### src/vision_target_median_qualifier_unit_assert.svh
// ----------------------------------------------------------------------------
// Assertion macros for the vision target median qualifier
// Implication and next-cycle checks, sampled on the rising clock edge,
// disabled while the active-low reset is held.
// ----------------------------------------------------------------------------
`ifndef VISION_TARGET_MEDIAN_QUALIFIER_UNIT_ASSERT_SVH
`define VISION_TARGET_MEDIAN_QUALIFIER_UNIT_ASSERT_SVH

`ifndef ASSERT_OFF

// same-cycle implication
`define VTMQ_ASSERT_IMP(lbl, clk, rstn, ante, cons) \
    lbl: assert property (@(posedge clk) disable iff (!(rstn)) (ante) |-> (cons)) \
        else $error("vtmq: implication check failed");

// next-cycle implication
`define VTMQ_ASSERT_NXT(lbl, clk, rstn, ante, cons) \
    lbl: assert property (@(posedge clk) disable iff (!(rstn)) (ante) |=> (cons)) \
        else $error("vtmq: next-cycle check failed");

`else

`define VTMQ_ASSERT_IMP(lbl, clk, rstn, ante, cons)
`define VTMQ_ASSERT_NXT(lbl, clk, rstn, ante, cons)

`endif

`endif

### src/vtmq_pkg.sv
// ----------------------------------------------------------------------------
// vtmq_pkg
// Shared types, constants and helpers of the vision target median qualifier.
// ----------------------------------------------------------------------------
`default_nettype none

package vtmq_pkg;

    localparam int WINDOW_LEN_DEF = 15;

    localparam logic [7:0]  HDR_VALID  = 8'hDD;
    localparam logic [7:0]  FOUND_MARK = 8'hAA;
    localparam logic [14:0] MAG_MASK   = 15'h7fff;

    localparam int IN_DATA_W  = 48;
    localparam int OUT_DATA_W = 32;
    localparam int OUT_USER_W = 2;
    localparam int CFG_IDX_W  = 2;

    localparam logic [CFG_IDX_W-1:0] CFG_FRAME_WINDOW = 2'd0;
    localparam logic [CFG_IDX_W-1:0] CFG_MISS_LIMIT   = 2'd1;

    localparam logic [7:0] FRAME_WINDOW_RST = 8'd10;
    localparam logic [7:0] MISS_LIMIT_RST   = 8'd10;
    localparam logic [7:0] COUNT_MAX        = 8'hFF;

    typedef logic signed [15:0] coord_t;

    typedef enum logic [1:0] {
        ST_IDLE,
        ST_UPDATE,
        ST_EVAL
    } ctrl_state_t;

    typedef struct packed {
        logic capture;   // latch incoming word
        logic update;    // shift windows and re-sort
        logic eval;      // close out the frame and load the result
    } ctrl_cmd_t;

    typedef struct packed {
        logic in_hdr_ok;
        logic in_found;
        logic out_free;
    } ctrl_status_t;

    // sign-magnitude to two's complement; negative zero becomes zero
    function automatic coord_t sm_to_signed(input logic [15:0] w);
        logic [15:0] mag;
        mag = {1'b0, w[14:0] & MAG_MASK};
        return w[15] ? coord_t'(-mag) : coord_t'(mag);
    endfunction

endpackage

`default_nettype wire

### src/vtmq_ctrl.sv
// ----------------------------------------------------------------------------
// vtmq_ctrl
// Frame sequencer: accept a word (dropped on a bad header), re-sort the windows
// on a found frame, then close out the frame once the result register is free.
// ----------------------------------------------------------------------------
`default_nettype none

module vtmq_ctrl
    import vtmq_pkg::*;
(
    input  wire logic         aclk,
    input  wire logic         aresetn,
    input  wire logic         s_tvalid,
    output logic              s_tready,
    input  wire ctrl_status_t status,
    output ctrl_cmd_t         cmd
);

    ctrl_state_t state_reg, state_next;

    always_ff @(posedge aclk) begin
        if (!aresetn) begin
            state_reg <= ST_IDLE;
        end else begin
            state_reg <= state_next;
        end
    end

    always_comb begin
        state_next = state_reg;
        cmd        = '0;
        s_tready   = 1'b0;
        case (state_reg)
            ST_IDLE: begin
                // hold off the sender while reset is applied
                s_tready = aresetn;
                if (s_tvalid) begin
                    cmd.capture = 1'b1;
                    // drop frames with a bad header outright
                    if (!status.in_hdr_ok) begin
                        state_next = ST_IDLE;
                    end else if (status.in_found) begin
                        state_next = ST_UPDATE;
                    end else begin
                        state_next = ST_EVAL;
                    end
                end
            end
            ST_UPDATE: begin
                cmd.update = 1'b1;
                state_next = ST_EVAL;
            end
            ST_EVAL: begin
                // hold until the previous result has gone
                if (status.out_free) begin
                    cmd.eval   = 1'b1;
                    state_next = ST_IDLE;
                end
            end
            default: begin
                state_next = ST_IDLE;
            end
        endcase
    end

endmodule

`default_nettype wire

### src/vtmq_datapath.sv
// ----------------------------------------------------------------------------
// vtmq_datapath
// Sliding windows kept twice: in arrival order and as a sorted row of cells,
// plus frame counters, configuration registers and the result register.
// ----------------------------------------------------------------------------
`default_nettype none
`include "vision_target_median_qualifier_unit_assert.svh"

module vtmq_datapath
    import vtmq_pkg::*;
#(
    parameter int WINDOW_LEN = WINDOW_LEN_DEF
) (
    input  wire logic                  aclk,
    input  wire logic                  aresetn,
    input  wire logic [IN_DATA_W-1:0]  s_tdata,
    input  wire logic                  cfg_valid,
    input  wire logic [CFG_IDX_W-1:0]  cfg_index,
    input  wire logic [7:0]            cfg_data,
    input  wire ctrl_cmd_t             cmd,
    output ctrl_status_t               status,
    output logic                       m_tvalid,
    input  wire logic                  m_tready,
    output logic [OUT_DATA_W-1:0]      m_tdata,
    output logic [OUT_USER_W-1:0]      m_tuser,
    output logic                       m_tlast
);

    localparam int MID = WINDOW_LEN / 2;

    typedef coord_t win_t [WINDOW_LEN];

    // remove old_v from a sorted row, then insert new_v; each cell decides alone
    function automatic win_t sorted_replace(input win_t s, input coord_t old_v,
                                            input coord_t new_v);
        win_t                  rem;
        win_t                  res;
        logic [WINDOW_LEN-1:0] le;
        for (int i = 0; i < WINDOW_LEN - 1; i++) begin
            rem[i] = (s[i] >= old_v) ? s[i+1] : s[i];
        end
        rem[WINDOW_LEN-1] = s[WINDOW_LEN-1];
        for (int i = 0; i < WINDOW_LEN - 1; i++) begin
            le[i] = (rem[i] <= new_v);
        end
        le[WINDOW_LEN-1] = 1'b0;
        res[0] = le[0] ? rem[0] : new_v;
        for (int i = 1; i < WINDOW_LEN; i++) begin
            res[i] = le[i] ? rem[i] : (le[i-1] ? new_v : rem[i-1]);
        end
        return res;
    endfunction

    logic [7:0] frame_window_reg, miss_limit_reg;
    logic [7:0] frame_count_reg, miss_count_reg;
    logic       untrusted_reg;
    coord_t     held_x_reg, held_y_reg;
    coord_t     new_x_reg, new_y_reg;
    logic       found_reg;
    win_t       fifo_x_reg, fifo_y_reg;
    win_t       sort_x_reg, sort_y_reg;
    win_t       sort_x_next, sort_y_next;

    logic                  m_tvalid_reg;
    logic [OUT_DATA_W-1:0] m_tdata_reg;
    logic [OUT_USER_W-1:0] m_tuser_reg;
    logic                  m_tlast_reg;

    logic [7:0] frame_count_next, miss_count_next;
    logic       closed, clear_now, untrusted_next;
    coord_t     held_x_next, held_y_next;

    assign status.in_hdr_ok = (s_tdata[7:0] == HDR_VALID);
    assign status.in_found  = (s_tdata[15:8] == FOUND_MARK);
    assign status.out_free  = !m_tvalid_reg || m_tready;

    assign sort_x_next = sorted_replace(sort_x_reg, fifo_x_reg[0], new_x_reg);
    assign sort_y_next = sorted_replace(sort_y_reg, fifo_y_reg[0], new_y_reg);

    always_comb begin
        frame_count_next = (frame_count_reg == COUNT_MAX) ? frame_count_reg
                                                          : frame_count_reg + 8'd1;
        miss_count_next  = (found_reg || miss_count_reg == COUNT_MAX) ? miss_count_reg
                                                                     : miss_count_reg + 8'd1;
        closed         = (frame_count_next >= frame_window_reg);
        clear_now      = closed && (miss_count_next >= miss_limit_reg);
        untrusted_next = closed ? clear_now : untrusted_reg;
        held_x_next    = found_reg ? sort_x_reg[MID] : held_x_reg;
        held_y_next    = found_reg ? sort_y_reg[MID] : held_y_reg;
    end

    always_ff @(posedge aclk) begin
        if (!aresetn) begin
            frame_window_reg <= FRAME_WINDOW_RST;
            miss_limit_reg   <= MISS_LIMIT_RST;
        end else if (cfg_valid) begin
            case (cfg_index)
                CFG_FRAME_WINDOW: frame_window_reg <= cfg_data;
                CFG_MISS_LIMIT:   miss_limit_reg   <= cfg_data;
                default: begin
                end
            endcase
        end
    end

    // latch the incoming word
    always_ff @(posedge aclk) begin
        if (cmd.capture) begin
            new_x_reg <= sm_to_signed(s_tdata[31:16]);
            new_y_reg <= sm_to_signed(s_tdata[47:32]);
            found_reg <= status.in_found;
        end
    end

    always_ff @(posedge aclk) begin
        if (!aresetn) begin
            frame_count_reg <= '0;
            miss_count_reg  <= '0;
            untrusted_reg   <= 1'b0;
            held_x_reg      <= '0;
            held_y_reg      <= '0;
            for (int i = 0; i < WINDOW_LEN; i++) begin
                fifo_x_reg[i] <= '0;
                fifo_y_reg[i] <= '0;
                sort_x_reg[i] <= '0;
                sort_y_reg[i] <= '0;
            end
        end else if (cmd.update) begin
            for (int i = 0; i < WINDOW_LEN - 1; i++) begin
                fifo_x_reg[i] <= fifo_x_reg[i+1];
                fifo_y_reg[i] <= fifo_y_reg[i+1];
            end
            fifo_x_reg[WINDOW_LEN-1] <= new_x_reg;
            fifo_y_reg[WINDOW_LEN-1] <= new_y_reg;
            sort_x_reg <= sort_x_next;
            sort_y_reg <= sort_y_next;
        end else if (cmd.eval) begin
            held_x_reg    <= held_x_next;
            held_y_reg    <= held_y_next;
            untrusted_reg <= untrusted_next;
            if (closed) begin
                frame_count_reg <= '0;
                miss_count_reg  <= '0;
            end else begin
                frame_count_reg <= frame_count_next;
                miss_count_reg  <= miss_count_next;
            end
            // drop both windows; held positions stay
            if (clear_now) begin
                for (int i = 0; i < WINDOW_LEN; i++) begin
                    fifo_x_reg[i] <= '0;
                    fifo_y_reg[i] <= '0;
                    sort_x_reg[i] <= '0;
                    sort_y_reg[i] <= '0;
                end
            end
        end
    end

    always_ff @(posedge aclk) begin
        if (!aresetn) begin
            m_tvalid_reg <= 1'b0;
        end else if (cmd.eval) begin
            m_tvalid_reg <= 1'b1;
        end else if (m_tready) begin
            m_tvalid_reg <= 1'b0;
        end
    end

    always_ff @(posedge aclk) begin
        if (cmd.eval) begin
            m_tdata_reg <= {held_y_next, held_x_next};
            m_tuser_reg <= {untrusted_next, found_reg};
            m_tlast_reg <= closed;
        end
    end

    assign m_tvalid = m_tvalid_reg;
    assign m_tdata  = m_tdata_reg;
    assign m_tuser  = m_tuser_reg;
    assign m_tlast  = m_tlast_reg;

    `VTMQ_ASSERT_IMP(a_sorted_mid, aclk, aresetn, 1'b1, (sort_x_reg[MID-1] <= sort_x_reg[MID]) && (sort_x_reg[MID] <= sort_x_reg[MID+1]))
    `VTMQ_ASSERT_NXT(a_clear_zero, aclk, aresetn, cmd.eval && clear_now, (sort_x_reg[MID] == 16'sd0) && (fifo_y_reg[WINDOW_LEN-1] == 16'sd0))
    `VTMQ_ASSERT_IMP(a_load_free, aclk, aresetn, cmd.eval, !m_tvalid_reg || m_tready)

endmodule

`default_nettype wire

### src/vision_target_median_qualifier_unit.sv
// ----------------------------------------------------------------------------
// vision_target_median_qualifier_unit
// Qualifies camera target frames and median-filters the reported position.
//
//   channel | dir | fields (lowest bit up)
//   s_      | in  | tdata: header_byte, found_byte, x_word, y_word
//   m_      | out | tdata: x_position, y_position; tuser: position_updated,
//           |     | untrusted; tlast: window_closed
//   cfg_    | in  | index 0 frame_window, index 1 miss_limit; ready out of reset
//
// A found frame steps through accept, sorted-cell update and close-out; a miss
// goes from accept to close-out; a bad header is dropped in the accept cycle.
// The sorted cell row removes the oldest entry and inserts the new one at once.
// Reset is synchronous and clears windows, counters and held positions.
// A stalled result holds the close-out step; a new word is taken meanwhile
// once the close-out has loaded the result register.
// ----------------------------------------------------------------------------
`default_nettype none

module vision_target_median_qualifier_unit
    import vtmq_pkg::*;
#(
    parameter int WINDOW_LEN = WINDOW_LEN_DEF
) (
    input  wire logic                  aclk,
    input  wire logic                  aresetn,
    input  wire logic                  s_tvalid,
    output logic                       s_tready,
    // header_byte[7:0], found_byte[15:8], x_word[31:16], y_word[47:32]
    input  wire logic [IN_DATA_W-1:0]  s_tdata,
    output logic                       m_tvalid,
    input  wire logic                  m_tready,
    // x_position[15:0], y_position[31:16]
    output logic [OUT_DATA_W-1:0]      m_tdata,
    // position_updated[0], untrusted[1]
    output logic [OUT_USER_W-1:0]      m_tuser,
    output logic                       m_tlast,
    input  wire logic                  cfg_valid,
    output logic                       cfg_ready,
    input  wire logic [CFG_IDX_W-1:0]  cfg_index,
    input  wire logic [7:0]            cfg_data
);

    ctrl_cmd_t    cmd;
    ctrl_status_t status;

    assign cfg_ready = aresetn;

    vtmq_ctrl u_ctrl (
        .aclk     (aclk),
        .aresetn  (aresetn),
        .s_tvalid (s_tvalid),
        .s_tready (s_tready),
        .status   (status),
        .cmd      (cmd)
    );

    vtmq_datapath #(
        .WINDOW_LEN (WINDOW_LEN)
    ) u_datapath (
        .aclk      (aclk),
        .aresetn   (aresetn),
        .s_tdata   (s_tdata),
        .cfg_valid (cfg_valid & cfg_ready),
        .cfg_index (cfg_index),
        .cfg_data  (cfg_data),
        .cmd       (cmd),
        .status    (status),
        .m_tvalid  (m_tvalid),
        .m_tready  (m_tready),
        .m_tdata   (m_tdata),
        .m_tuser   (m_tuser),
        .m_tlast   (m_tlast)
    );

endmodule

`default_nettype wire

### config.mk
export PLATFORM = sky130hd
export DESIGN_NAME = vision_target_median_qualifier_unit
export DESIGN_NICKNAME = d
export VERILOG_FILES = /design/src/vtmq_pkg.sv /design/src/vtmq_ctrl.sv /design/src/vtmq_datapath.sv /design/src/vision_target_median_qualifier_unit.sv
export VERILOG_INCLUDE_DIRS = /design/src /design/src/src
export SDC_FILE = /design/constraint.sdc
export NUM_CORES = 2
export LEC_CHECK = 0
export BUFFER_PORTS_ARGS = -buffer_cell sky130_fd_sc_hd__clkbuf_2
export CAP_MARGIN = 25
export CORE_ASPECT_RATIO = 1.75
export CORE_UTILIZATION = 50
export CTS_CLUSTER_SIZE = 10
export DETAILED_ROUTE_END_ITERATION = 10
export GPL_TIMING_DRIVEN = 0
export PLACE_DENSITY_LB_ADDON = 0.25
export SETUP_SLACK_MARGIN = 0.1
export SLEW_MARGIN = 15
export SYNTH_ARGS = -nofsm -noshare
export SYNTH_HDL_FRONTEND = slang
export SYNTH_SLANG_ARGS = --single-unit
### constraint.sdc
create_clock -name aclk -period 9.7 [get_ports aclk]
set_input_delay 1.94 -clock aclk [delete_from_list [all_inputs] [get_ports aclk]]
set_output_delay 1.94 -clock aclk [all_outputs]
set_load 0.01 [all_outputs]
==> reports/results.tsv <==
metric	value	unit
max_cap viols	0	
largest net degree at the start of global routing	126	
routed wire length on met2	136.6	mm
crit path max fanout	15	
vias in the first global route	67165	
Initial Utilization	50.42	%
switch share	27.71	%
crit path time final	7096	ps
CP Class	reg2reg	
initial antenna violation count	18	
Final Hold Fails	0	
Worst EP required	10320	ps
synthesized area per cell	9.152	µm²
Area after DPL	76350	µm²
DRC errors left	0	
status	finished clean	
Post-synth EDFFs	324	
clock latency on the worst-skew pair	820	ps
root buffer cell	clkbuf_16	
WL per Instance	28.85	µm
ys async rst share	0	%
combinational fraction of design power	10.3	%
sequential fraction of the synthesis area	34.71	%
All-Layer GR Usage	39.01	%
first drt pass iteration count	6	
Warnings, synthesis	0	
Via Count	67478	
RR Endpoint	u_datapath.sort_x_reg[188]$_SDFFE_PN0P_	
Die ar.	146700	µm²
hold buffers post-CTS	0	
Critical Path Sink Type	flip-flop	
Worst IR Drop VDD	0.1900	mV
actual slew at the worst max-slew pin	1173	ps
Synth Instances	7927	
Finished Cell Area	80370	µm²
CTS tree	built	
gpl congestion	1.047	
Pleak	35.23	nW
num rows	184	
DRT antenna net count	0	
RSZ-0062 raised after global routing	false	
final setup fails	0	
Pwr per Cell Area	131.7	nW/µm²
CP startpoint kind	flip-flop	
Layout area overhead	10.79	%
Clock Power Share	44.2	%
Clock transition at path regs	60	ps
M1 WL	98.06	mm
Hold Path Origin	u_datapath.fifo_x_reg[1][49]$_SDFFE_PP0P_	
DR vias/cell	6.632	
GR Overflow Total	0	
net count after synthesis	8906	
hold depth	2	
post-synthesis register bit count	1096	
top layer in use	met5	
Slew Viols, Final	0	
Mapped Area	72550	µm²
count of input and output buffers	99	
TritonCTS Sinks	1096	
r2r startpoint	u_datapath.fifo_x_reg[0][13]$_SDFFCE_PN0P_	
initial drt markers	5812	
die width	289.9	µm
Final period util	73.16	%
Hold Path Sink	u_datapath.fifo_x_reg[1][33]$_SDFFE_PP0P_	
first-pass GRT wire length	424.5	mm
R2R cell count	18	
worst hold path class	reg2reg	
clk buf depth	3	
final WL	293.5	mm
FMAX	140.9	MHz
postcts setup bufs	0	
layout cells sized above 1	9.767	%
FF-to-FF setup slack	2600	ps
Setup Skew	47.71	ps
# IOs	101	
H-tree depth	4	
Synth Flop Type	dfxtp_1	
Nets	9194	
Netlist cell types	96	
CTS buffer count	130	
arrival time worst endpoint	7720	ps
sequential power share	45.5	%
Final Power	10.59	mW
# resized after CTS	0	
HPWL after detailed placement	218.6	mm
Slew Limit Headroom	21.72	%
Psw	2.933	mW
CORE AREA	143900	µm²
DIE HEIGHT	505.9	µm
internal power	7.652	mW
Detail Route met3 WL	23.00	mm
worst hold slack	435.5	ps
## power groups by stage
stage / sequential, mW / combinational [mW] / clock [mW]
3_5_place_dp: 4.91 / 1.04 / 0
5_1_grt: 4.81 / 1.14 / 4.87
6_report: 4.82 / 1.09 / 4.68
4_1_cts: 4.81 / 1.04 / 4.70
3_3_place_gp: 4.92 / 0.955 / 0
2_1_floorplan: 4.88 / 0.578 / 0
## cell usage after synthesis (all sizes together) (48+ instances only)
cell type | instances | area [µm²]
a22oi | 87 | 653.1
a211o | 54 | 473.0
a32oi | 62 | 543.0
nand3 | 133 | 665.6
ha | 916 | 11460
nor2b | 54 | 337.8
nand4 | 165 | 1032
o221ai | 116 | 1016
buf | 115 | 608.1
a221o | 147 | 1471
inv | 399 | 1498
mux2 | 272 | 3097
nor2 | 349 | 1310
a211oi | 84 | 645.6
dfxtp | 772 | 15450
edfxtp | 324 | 9729
a21oi | 656 | 3291
o211ai | 88 | 660.6
o21ai | 274 | 1371
and2 | 59 | 369.1
and3 | 272 | 1702
a21o | 140 | 1051
mux2i | 355 | 3632
clkbuf | 367 | 1378
a22o | 48 | 420.4
nand2 | 994 | 3734
a2111oi | 56 | 521.8
nand2b | 56 | 350.3
## per-layer routing
layer,track usage (%),vias to the layer above
li1,-,30302
met1,38.84,32110
met2,65.38,3442
met3,8.755,1614
met4,40.89,10
met5,0,-
## how the worst max path moves through the flow
| stage | from | end | slack [ps] |
|---|---|---|---|
| 2_1_floorplan | u_datapath.miss_count_reg[2]$_SDFFE_PN0P_ | u_datapath.fifo_x_reg[0][100]$_SDFFCE_PP0P_ | 1600 |
| 3_3_place_gp | u_datapath.found_reg$_DFFE_PP_ | u_datapath.fifo_y_reg[0][82]$_SDFFCE_PP0P_ | -1750 |
| 3_5_place_dp | u_datapath.fifo_y_reg[0][13]$_SDFFCE_PN0P_ | u_datapath.sort_y_reg[173]$_SDFFE_PN0P_ | 2910 |
| 4_1_cts | u_datapath.fifo_y_reg[0][13]$_SDFFCE_PN0P_ | u_datapath.sort_y_reg[173]$_SDFFE_PN0P_ | 2910 |
| 5_1_grt | u_datapath.fifo_x_reg[0][13]$_SDFFCE_PN0P_ | u_datapath.sort_x_reg[188]$_SDFFE_PN0P_ | 2340 |
| 6_report | u_datapath.fifo_x_reg[0][13]$_SDFFCE_PN0P_ | u_datapath.sort_x_reg[188]$_SDFFE_PN0P_ | 2600 |
## worst max-delay path: stages, from the launching register on
cell	delay (ps)
edfxtp_1	410
inv_2	630
ha_1	250
nand4_1	170
or4_1	670
a21oi_1	330
nor4_1	140
nor3b_4	370
buf_4	280
mux2_2	460
ha_1	330
nand4_1	160
a2111o_1	420
o211ai_1	120
mux2i_1	650
clkbuf_1	460
nor2_1	70
a21oi_1	760
o221ai_1	190
## placed cells by master, fill, tap and decap left out, types with 41 or more instances in the layout
| cell | n |
|---|---|
| ha_1 | 916 |
| a211o_1 | 54 |
| o21ai_0 | 270 |
| a21oi_1 | 654 |
| and2_1 | 59 |
| and3_1 | 272 |
| mux2i_1 | 341 |
| nand2_1 | 993 |
| a21o_1 | 140 |
| o211ai_1 | 88 |
| a211oi_1 | 81 |
| a2111oi_0 | 52 |
| a22o_1 | 48 |
| nand3_1 | 133 |
| nand2b_1 | 56 |
| nand4_1 | 165 |
| inv_2 | 47 |
| mux2_2 | 263 |
| inv_1 | 350 |
| clkbuf_2 | 116 |
| edfxtp_1 | 324 |
| nor2_1 | 348 |
| clkbuf_16 | 131 |
| o221ai_1 | 116 |
| a32oi_1 | 62 |
| a22oi_1 | 87 |
| dfxtp_1 | 772 |
| o31ai_1 | 41 |
| buf_2 | 76 |
| a221o_1 | 147 |
| clkbuf_1 | 408 |
| nor2b_1 | 54 |
## cells by family (layout without fill, tap and decap cells)
family | after synthesis | in the layout | synth area share, %
simple gates | 2272 | 2272 | 14.99
compound gates | 2098 | 2098 | 19.99
flops | 1096 | 1096 | 34.71
fa+ha+maj | 916 | 916 | 15.80
buf+inv | 882 | 1248 | 4.807
mux | 627 | 627 | 9.275
xor+xnor | 36 | 36 | 0.4346
other cells | 0 | 21 | 0
## final cells by class
type / count / area, µm²
Buffer: 482 / 2009
Sequential cell: 1096 / 25180
Clock inverter: 17 / 374.1
Antenna cell: 21 / 52.55
Multi-Input combinational cell: 5949 / 43910
Inverter: 400 / 1511
Clock buffer: 193 / 3551
Fill cell: 12935 / 63510
Tap cell: 1860 / 2327
Timing Repair Buffer: 156 / 1458
## metrics by stage
stage | cells | setup slack, ps | util, % | setup TNS [ps]
2_1_floorplan | 7927 | 1599 | - | 0
3_3_place_gp | 9886 | -1751 | 52.38 | -386170
3_5_place_dp | 9940 | 2910 | 53.06 | 0
4_1_cts | 10150 | 2913 | 55.79 | 0
5_1_grt | 10157 | 2340 | 55.83 | 0
6_report | 10174 | 2604 | 55.86 | 0
Note: power is estimated with default switching activity, not from simulation.
